[src/rtl/core/bfl_pkg.sv]
package bfl_pkg;

    typedef logic [2:0]         t_action;
    typedef logic signed [23:0] t_q;

    localparam t_action ACT_START   = 3'd0;
    localparam t_action ACT_GLYPH   = 3'd1;
    localparam t_action ACT_NEWLINE = 3'd2;
    localparam t_action ACT_CR      = 3'd3;
    localparam t_action ACT_UNKNOWN = 3'd4;
    localparam t_action ACT_FINISH  = 3'd5;

    localparam logic [1:0] CFG_GLYPH_SCALE     = 2'd0;
    localparam logic [1:0] CFG_LINE_HEIGHT     = 2'd1;
    localparam logic [1:0] CFG_WIDTH_LIMIT     = 2'd2;
    localparam logic [1:0] CFG_MISSING_ADVANCE = 2'd3;

    localparam logic [15:0] GLYPH_SCALE_RST     = 16'd4096;
    localparam logic [19:0] LINE_HEIGHT_RST     = 20'd4096;
    localparam logic [19:0] WIDTH_LIMIT_RST     = 20'd0;
    localparam logic [19:0] MISSING_ADVANCE_RST = 20'd4096;

    localparam t_q Q_MAX = 24'sh7FFFFF;
    localparam t_q Q_MIN = -24'sh800000;

    typedef struct packed {
        logic [15:0] glyph_scale;
        logic [19:0] line_height;
        logic [19:0] width_limit;
        logic [19:0] missing_advance;
    } t_cfg;

    // one item after scaling: metrics already in Q16.8
    typedef struct packed {
        t_action     action;
        t_q          cw;
        t_q          ox;
        t_q          oy;
        logic [11:0] atlas_x;
        logic [11:0] atlas_y;
        logic [11:0] atlas_w;
        logic [11:0] atlas_h;
    } t_item;

    function automatic t_q sat24(input logic signed [25:0] v);
        t_q r;
        if (v > 26'sh07FFFFF) begin
            r = Q_MAX;
        end else if (v < -26'sh0800000) begin
            r = Q_MIN;
        end else begin
            r = v[23:0];
        end
        return r;
    endfunction

endpackage

[src/rtl/core/bfl_scale.sv]
module bfl_scale
    import bfl_pkg::*;
(
    input  logic        i_clk,
    input  logic        i_rst_n,
    input  logic        i_valid,
    output logic        o_ready,
    input  t_action     i_action,
    input  logic [11:0] i_glyph_advance,
    input  logic [11:0] i_glyph_offset_x,
    input  logic [11:0] i_glyph_offset_y,
    input  logic [11:0] i_atlas_x,
    input  logic [11:0] i_atlas_y,
    input  logic [11:0] i_atlas_w,
    input  logic [11:0] i_atlas_h,
    input  logic [15:0] i_glyph_scale,
    output logic        o_valid,
    input  logic        i_ready,
    output t_item       o_item
);

    typedef struct packed {
        t_action     action;
        logic [11:0] adv;
        logic [11:0] offx;
        logic [11:0] offy;
        logic [11:0] ax;
        logic [11:0] ay;
        logic [11:0] aw;
        logic [11:0] ah;
    } t_raw;

    logic  r_v1, r_v2;
    t_raw  r_in;
    t_item r_item;
    t_item n_item;
    logic  adv2;

    // floor(v * scale / 16) saturated; arithmetic shift gives the floor
    function automatic t_q scale_units(input logic signed [12:0] v,
                                       input logic [15:0] s);
        logic signed [29:0] p;
        logic signed [29:0] q;
        p = v * $signed({1'b0, s});
        q = p >>> 4;
        return sat24(q[25:0]);
    endfunction

    assign adv2    = !r_v2 || i_ready;
    assign o_ready = !r_v1 || adv2;
    assign o_valid = r_v2;
    assign o_item  = r_item;

    always_comb begin
        n_item.action  = r_in.action;
        n_item.cw      = scale_units({1'b0, r_in.adv}, i_glyph_scale);
        n_item.ox      = scale_units({r_in.offx[11], r_in.offx}, i_glyph_scale);
        n_item.oy      = scale_units({r_in.offy[11], r_in.offy}, i_glyph_scale);
        n_item.atlas_x = r_in.ax;
        n_item.atlas_y = r_in.ay;
        n_item.atlas_w = r_in.aw;
        n_item.atlas_h = r_in.ah;
    end

    always_ff @(posedge i_clk) begin
        if (!i_rst_n) begin
            r_v1 <= 1'b0;
            r_v2 <= 1'b0;
        end else begin
            if (adv2) begin
                r_v2 <= r_v1;
            end
            if (o_ready) begin
                r_v1 <= i_valid;
            end
        end
    end

    always_ff @(posedge i_clk) begin
        if (adv2 && r_v1) begin
            r_item <= n_item;
        end
        if (o_ready && i_valid) begin
            r_in <= '{action: i_action, adv: i_glyph_advance,
                      offx: i_glyph_offset_x, offy: i_glyph_offset_y,
                      ax: i_atlas_x, ay: i_atlas_y, aw: i_atlas_w, ah: i_atlas_h};
        end
    end

endmodule

[src/rtl/core/bfl_pen.sv]
module bfl_pen
    import bfl_pkg::*;
(
    input  logic        i_clk,
    input  logic        i_rst_n,
    input  t_cfg        i_cfg,
    input  logic        i_valid,
    output logic        o_ready,
    input  t_item       i_item,
    output logic        o_valid,
    input  logic        i_ready,
    output logic        o_kind,
    output t_q          o_quad_x,
    output t_q          o_quad_y,
    output logic [11:0] o_rect_x,
    output logic [11:0] o_rect_y,
    output logic [11:0] o_rect_w,
    output logic [11:0] o_rect_h,
    output logic [22:0] o_label_width,
    output logic [22:0] o_label_height
);

    t_q r_pen_x, r_pen_y, r_widest;
    t_q n_pen_x, n_pen_y, n_widest;

    logic        r_ov;
    logic        r_kind;
    t_q          r_quad_x, r_quad_y;
    logic [11:0] r_rx, r_ry, r_rw, r_rh;
    logic [22:0] r_lw, r_lh;

    logic        has_res, out_free, take, wrap, end_line;
    t_q          px0, py0, wide0, wmax;
    t_q          qx, qy;
    logic [22:0] lw, lh;
    logic signed [24:0] trial;
    logic signed [25:0] hdiff;

    assign has_res  = (i_item.action == ACT_GLYPH) || (i_item.action == ACT_FINISH);
    assign out_free = !r_ov || i_ready;
    assign o_ready  = out_free || !has_res;
    assign take     = i_valid && o_ready;

    always_comb begin
        trial = 25'($signed({r_pen_x[23], r_pen_x}) + $signed({i_item.cw[23], i_item.cw}));
        wrap  = (i_item.action == ACT_GLYPH) && (i_cfg.width_limit != '0)
                && (trial > $signed({5'b0, i_cfg.width_limit}));
        end_line = wrap || (i_item.action == ACT_NEWLINE);

        px0   = end_line ? '0 : r_pen_x;
        py0   = end_line ? sat24(26'($signed({{2{r_pen_y[23]}}, r_pen_y})
                                     - $signed({6'b0, i_cfg.line_height})))
                         : r_pen_y;
        wide0 = (end_line && (r_pen_x > r_widest)) ? r_pen_x : r_widest;

        qx = sat24(26'($signed({{2{px0[23]}}, px0}) + $signed({{2{i_item.ox[23]}}, i_item.ox})));
        qy = sat24(26'($signed({{2{py0[23]}}, py0}) - $signed({{2{i_item.oy[23]}}, i_item.oy})));

        // label size; width can only saturate at the low end
        wmax = (r_pen_x > r_widest) ? r_pen_x : r_widest;
        lw   = wmax[23] ? '0 : wmax[22:0];
        hdiff = 26'($signed({6'b0, i_cfg.line_height}) - $signed({{2{r_pen_y[23]}}, r_pen_y}));
        if (hdiff[25]) begin
            lh = '0;
        end else if (hdiff > 26'sh07FFFFF) begin
            lh = 23'h7FFFFF;
        end else begin
            lh = hdiff[22:0];
        end

        n_pen_x  = r_pen_x;
        n_pen_y  = r_pen_y;
        n_widest = r_widest;
        unique case (i_item.action)
            ACT_START: begin
                n_pen_x  = '0;
                n_pen_y  = '0;
                n_widest = '0;
            end
            ACT_GLYPH: begin
                n_pen_x  = sat24(26'($signed({{2{px0[23]}}, px0})
                                     + $signed({{2{i_item.cw[23]}}, i_item.cw})));
                n_pen_y  = py0;
                n_widest = wide0;
            end
            ACT_NEWLINE: begin
                n_pen_x  = px0;
                n_pen_y  = py0;
                n_widest = wide0;
            end
            ACT_UNKNOWN: begin
                n_pen_x = sat24(26'($signed({{2{r_pen_x[23]}}, r_pen_x})
                                    + $signed({6'b0, i_cfg.missing_advance})));
            end
            default: begin
            end
        endcase
    end

    always_ff @(posedge i_clk) begin
        if (!i_rst_n) begin
            r_pen_x  <= '0;
            r_pen_y  <= '0;
            r_widest <= '0;
            r_ov     <= 1'b0;
        end else begin
            if (take) begin
                r_pen_x  <= n_pen_x;
                r_pen_y  <= n_pen_y;
                r_widest <= n_widest;
            end
            if (out_free) begin
                r_ov <= take && has_res;
            end
        end
    end

    always_ff @(posedge i_clk) begin
        if (take && has_res) begin
            if (i_item.action == ACT_GLYPH) begin
                r_kind   <= 1'b0;
                r_quad_x <= qx;
                r_quad_y <= qy;
                r_rx     <= i_item.atlas_x;
                r_ry     <= i_item.atlas_y;
                r_rw     <= i_item.atlas_w;
                r_rh     <= i_item.atlas_h;
                r_lw     <= '0;
                r_lh     <= '0;
            end else begin
                r_kind   <= 1'b1;
                r_quad_x <= '0;
                r_quad_y <= '0;
                r_rx     <= '0;
                r_ry     <= '0;
                r_rw     <= '0;
                r_rh     <= '0;
                r_lw     <= lw;
                r_lh     <= lh;
            end
        end
    end

    assign o_valid        = r_ov;
    assign o_kind         = r_kind;
    assign o_quad_x       = r_quad_x;
    assign o_quad_y       = r_quad_y;
    assign o_rect_x       = r_rx;
    assign o_rect_y       = r_ry;
    assign o_rect_w       = r_rw;
    assign o_rect_h       = r_rh;
    assign o_label_width  = r_lw;
    assign o_label_height = r_lh;

endmodule

[src/rtl/core/bitmap_font_text_layout.sv]
// Channel  | Handshake                | Beat carries
// ---------+--------------------------+-------------------------------------------
// input    | i_valid / o_ready        | action, glyph metrics, atlas rectangle
// result   | o_valid / i_ready        | kind, quad position, rectangle, label size
// config   | i_cfg_valid / o_cfg_ready| register index, write data
//
// One item per cycle sustained unless a result stalls; each beat is registered in
// the input register, the scale multiply register, then the pen's result register.
// Pen state updates as each item is taken, so items follow each other with no gap.
// Synchronous active-low reset clears pen state and pipeline valids and loads config defaults.
// A stalled result holds the pipeline only for items that produce a result.
module bitmap_font_text_layout
    import bfl_pkg::*;
(
    input  logic        i_clk,
    input  logic        i_rst_n,
    input  logic        i_valid,
    output logic        o_ready,
    input  logic [2:0]  i_action,
    input  logic [11:0] i_glyph_advance,
    input  logic [11:0] i_glyph_offset_x,
    input  logic [11:0] i_glyph_offset_y,
    input  logic [11:0] i_atlas_x,
    input  logic [11:0] i_atlas_y,
    input  logic [11:0] i_atlas_w,
    input  logic [11:0] i_atlas_h,
    output logic        o_valid,
    input  logic        i_ready,
    output logic        o_kind,
    output logic [23:0] o_quad_x,
    output logic [23:0] o_quad_y,
    output logic [11:0] o_rect_x,
    output logic [11:0] o_rect_y,
    output logic [11:0] o_rect_w,
    output logic [11:0] o_rect_h,
    output logic [22:0] o_label_width,
    output logic [22:0] o_label_height,
    input  logic        i_cfg_valid,
    output logic        o_cfg_ready,
    input  logic [1:0]  i_cfg_index,
    input  logic [19:0] i_cfg_data
);

    t_cfg  r_cfg;
    t_item item;
    logic  item_valid, item_ready;
    t_q    quad_x, quad_y;

    assign o_cfg_ready = 1'b1;

    always_ff @(posedge i_clk) begin
        if (!i_rst_n) begin
            r_cfg.glyph_scale     <= GLYPH_SCALE_RST;
            r_cfg.line_height     <= LINE_HEIGHT_RST;
            r_cfg.width_limit     <= WIDTH_LIMIT_RST;
            r_cfg.missing_advance <= MISSING_ADVANCE_RST;
        end else if (i_cfg_valid) begin
            unique case (i_cfg_index)
                CFG_GLYPH_SCALE:     r_cfg.glyph_scale     <= i_cfg_data[15:0];
                CFG_LINE_HEIGHT:     r_cfg.line_height     <= i_cfg_data;
                CFG_WIDTH_LIMIT:     r_cfg.width_limit     <= i_cfg_data;
                CFG_MISSING_ADVANCE: r_cfg.missing_advance <= i_cfg_data;
                default: begin
                end
            endcase
        end
    end

    bfl_scale u_scale (
        .i_clk            (i_clk),
        .i_rst_n          (i_rst_n),
        .i_valid          (i_valid),
        .o_ready          (o_ready),
        .i_action         (i_action),
        .i_glyph_advance  (i_glyph_advance),
        .i_glyph_offset_x (i_glyph_offset_x),
        .i_glyph_offset_y (i_glyph_offset_y),
        .i_atlas_x        (i_atlas_x),
        .i_atlas_y        (i_atlas_y),
        .i_atlas_w        (i_atlas_w),
        .i_atlas_h        (i_atlas_h),
        .i_glyph_scale    (r_cfg.glyph_scale),
        .o_valid          (item_valid),
        .i_ready          (item_ready),
        .o_item           (item)
    );

    bfl_pen u_pen (
        .i_clk          (i_clk),
        .i_rst_n        (i_rst_n),
        .i_cfg          (r_cfg),
        .i_valid        (item_valid),
        .o_ready        (item_ready),
        .i_item         (item),
        .o_valid        (o_valid),
        .i_ready        (i_ready),
        .o_kind         (o_kind),
        .o_quad_x       (quad_x),
        .o_quad_y       (quad_y),
        .o_rect_x       (o_rect_x),
        .o_rect_y       (o_rect_y),
        .o_rect_w       (o_rect_w),
        .o_rect_h       (o_rect_h),
        .o_label_width  (o_label_width),
        .o_label_height (o_label_height)
    );

    assign o_quad_x = quad_x;
    assign o_quad_y = quad_y;

endmodule

[config.mk]
export PLATFORM = sky130hd
export DESIGN_NAME = bitmap_font_text_layout
export DESIGN_NICKNAME = d
export VERILOG_FILES = /design/src/rtl/core/bfl_pkg.sv /design/src/rtl/core/bfl_scale.sv /design/src/rtl/core/bfl_pen.sv /design/src/rtl/core/bitmap_font_text_layout.sv
export SDC_FILE = /design/constraint.sdc
export NUM_CORES = 2
export LEC_CHECK = 0
export BUFFER_PORTS_ARGS = -buffer_cell sky130_fd_sc_hd__buf_2
export CAP_MARGIN = 0
export CORE_MARGIN = 2
export CORE_UTILIZATION = 30
export DETAILED_ROUTE_END_ITERATION = 12
export HOLD_SLACK_MARGIN = 0.08
export SYNTH_ARGS = -nofsm -noshare
export SYNTH_HDL_FRONTEND = slang
export SYNTH_SLANG_ARGS = --single-unit
[constraint.sdc]
create_clock -name i_clk -period 17.2 [get_ports i_clk]
set_clock_uncertainty 0.15 [all_clocks]
set_input_delay 4.3 -clock i_clk [delete_from_list [all_inputs] [get_ports i_clk]]
set_output_delay 4.3 -clock i_clk [all_outputs]
set_load 0.02 [all_outputs]
==> metrics.yaml <==
path_class: "reg -> reg"
cts_resized: 0
post-synth-top-area-fraction: 0.2260
netlist_area_um2: 46910
drc: 0
hold_viol_final: 0
finalCriticalPeriod_ns: 11.40
mostFrequentLayoutCells: "nand2_1 (794), inv_1 (667), fa_1 (429), ha_1 (401), edfxtp_1 (353)"
layout_commonest_cell: "nand2_1"
num_io_pins: 260
post-cts-setup-buffers: 0
maxSlewViolCount: 0
cts_tree: "done"
fp-row-count: 145
final.period_utilization: 0.6626
fmax_mhz: 87.75
clkLatencyLatePin_ns: 0.66
areaGrowthSynthToFinish_pct: 11.24
setup-tns-final_ns: 0
placed_cells: 7196
crit-reg2reg-launch: "u_pen.r_pen_x[6]$_SDFFE_PN0P_"
die_w_um: 399.4
antenna_found_initial: 17
postPlaceCellArea_um2: 50250
ir_worst_vdd_mv: 0.08067
synth_cell_types: 101
synthCells: 5081
drt-total-wl_um: 138600
synth_area_leaders: "edfxtp_1 (23%), fa_1 (18%), ha_1 (11%)"
m1WireLength_um: 63120
core-area_um2: 155700
grt_max_degree: 77
ys_async_sr_fraction: 0
synth_top_flop_cell: "edfxtp_1"
cts_max_level: 2
cp-end-kind: "register"
die_area_um2: 159500
slew_headroom: 0.08791
wire_per_inst_um: 18.97
synth_warnings: 0
rsz0062_at_grt: "false"
stdcell_count: 7310
crit_slowest_cell: "nor2_4"
finalInstanceArea_um2: 52180
cap_violations: 0
dr.max_layer_used: "met5"
yosysSeqAreaShare: 0.2904
die_h_um: 399.4
synth_area_per_cell_um2: 9.232
worst_pin_slew_ns: 1.361
drt_iter0_drc: 2666
hold_start: "u_scale.n_item[47]$_DFFE_PP_"
leakagePower_uw: 0.02265
setup_violations: 0
startpoint: "u_pen.r_pen_x[6]$_SDFFE_PN0P_"
n_fill_cell: 16060
firstDrtPassIters: 5
met2_length_um: 63980
clk_pin_slew_ns: 0.06
port-buffer-count: 258
start_util: 0.3014
drive_above_1_share: 0.09046
hpwl_um: 106300
path_max_fanout: 35
cts_sinks: 504
cts_buffers: 60
root_buffer: "clkbuf_16"
ant_nets: 0
route.vias.total: 36350
critPathArrivalTime_ns: 11.62
status: "finished clean"
wl_met3_um: 7930
max_stage_delay_ns: 0.90
synth_edf_count: 353
ctsHoldBuffers: 0
clockBufferDepth: 3
synth_fp_nets: 6025
min_path_type: "reg -> reg"
grt_usage: 0.1715
gp_congestion: 0.9086
grt_overflow: 0
synth-seq-cells: 504
synth_top_area_cell: "edfxtp_1"
first_global_vias: 36300
critPathLaunchType: "register"
viasPerCell: 4.973
powerDensity_nw_per_um2: 75.09
cp_common_cell: "o21ai_0"
grt_pass1_wl_um: 212900
worst_ep_required_time_ns: 17.42
nNetsFinal: 6144
[worst paths after layout]
| kind | slack [ns] | cells after the start | to |
|---|---|---|---|
| max reg2reg | 5.80 | 40 | u_pen.o_quad_y[12]$_SDFFCE_PN0P_ |
| max | 5.80 | 40 | u_pen.o_quad_y[12]$_SDFFCE_PN0P_ |
| min | 0.27 | 0 | u_scale.o_item[47]$_DFFE_PP_ |
| min reg2reg | 0.27 | 0 | u_scale.o_item[47]$_DFFE_PP_ |
[sequential cells by signal, indices dropped and copies added, names as in the netlist, 12 cells and up]
signal and cells:
u_scale.o_item 123, r_cfg 76, u_scale.n_item 51, u_scale.r_in 36, u_pen.o_quad_x 24, u_pen.o_quad_y 24
u_pen.r_pen_x 24, u_pen.r_pen_y 24, u_pen.r_widest 24, u_pen.o_label_height 23, u_pen.o_label_width 23, u_pen.o_rect_h 12
u_pen.o_rect_w 12, u_pen.o_rect_x 12, u_pen.o_rect_y 12
[layer usage]
layer,GRT usage,vias to the layer above
met4,0.04632,14
met2,0.2803,1041
met5,0,-
met3,0.02248,170
li1,-,17120
met1,0.2374,18000
[synthesized netlist by cell type (13+ instances only)]
cell / count
o31ai_1: 27
dfxtp_1: 151
a22oi_1: 39
o21a_1: 32
and2_1: 219
o21bai_1: 39
xnor2_1: 132
nor3_1: 50
o211ai_1: 27
nand2_1: 794
maj3_1: 14
nor2_1: 180
nand2b_1: 84
nand4_1: 18
and3_1: 34
a211oi_1: 26
fa_1: 429
a21oi_1: 275
clkbuf_1: 235
a31oi_1: 35
ha_1: 401
o21ai_0: 171
or3_1: 13
a21boi_0: 87
nand3_1: 53
nor2b_1: 76
a21o_1: 84
edfxtp_1: 353
inv_1: 667
xor2_1: 83
mux2i_1: 24
[power breakdown]
part / internal (uW) / switching, uW / total, uW / leakage [uW]
sequential: 1380 / 90.1 / 1470 / 0.00442
clock: 699 / 575 / 1270 / 0.000936
combinational: 474 / 696 / 1170 / 0.0173
[per-stage QoR]
stage	setup slack (ns)	utilization	hold slack, ns	total power [uW]
floorplan	6.133	-	0.2503	2327
global placement	6.200	0.3228	0.2508	2650
detailed placement	5.996	0.3228	0.2545	2663
CTS	5.948	0.3352	0.2650	3967
global route	4.983	0.3352	0.2715	4164
finish	5.804	0.3352	0.2658	3918
[cells by family (layout without fill, tap and decap cells)]
kind of cell,after synthesis,count (layout),share of synthesized area
AOI/OAI and AO/OA,968,968,0.1348
xor gates and xnor gates,215,215,0.04014
adders and majority gates,844,844,0.2930
buffers and inverters,927,1097,0.07535
DFF,504,504,0.2904
muxes,24,24,0.005121
other,2,3,0.0001601
and+or+nand+nor,1597,1597,0.1610
[final cells by class]
type / count / area [um^2] / share of cell area
multi-input combinational: 3650 / 29820 / 0.5714
sequential: 504 / 13620 / 0.2611
tap: 2058 / 2575 / 0.04935
inverter: 668 / 2507 / 0.04805
timing repair buffer: 316 / 1727 / 0.03309
clock buffer: 63 / 1534 / 0.02940
clock inverter: 50 / 395.4 / 0.007577
antenna: 1 / 2.502 / 0.00004795
[worst max-delay path: cells and delay by family (launching register included)]
family	cells	cell delay, ns
adder cells (fa/ha/maj)	3	0.96
XOR/XNOR	1	0.15
buffers and inverters	2	0.72
AO/OA/AOI/OAI	21	5.20
AND/OR/NAND/NOR	13	3.06
flip-flops	1	0.81
Note: power is estimated with default switching activity, not from simulation.
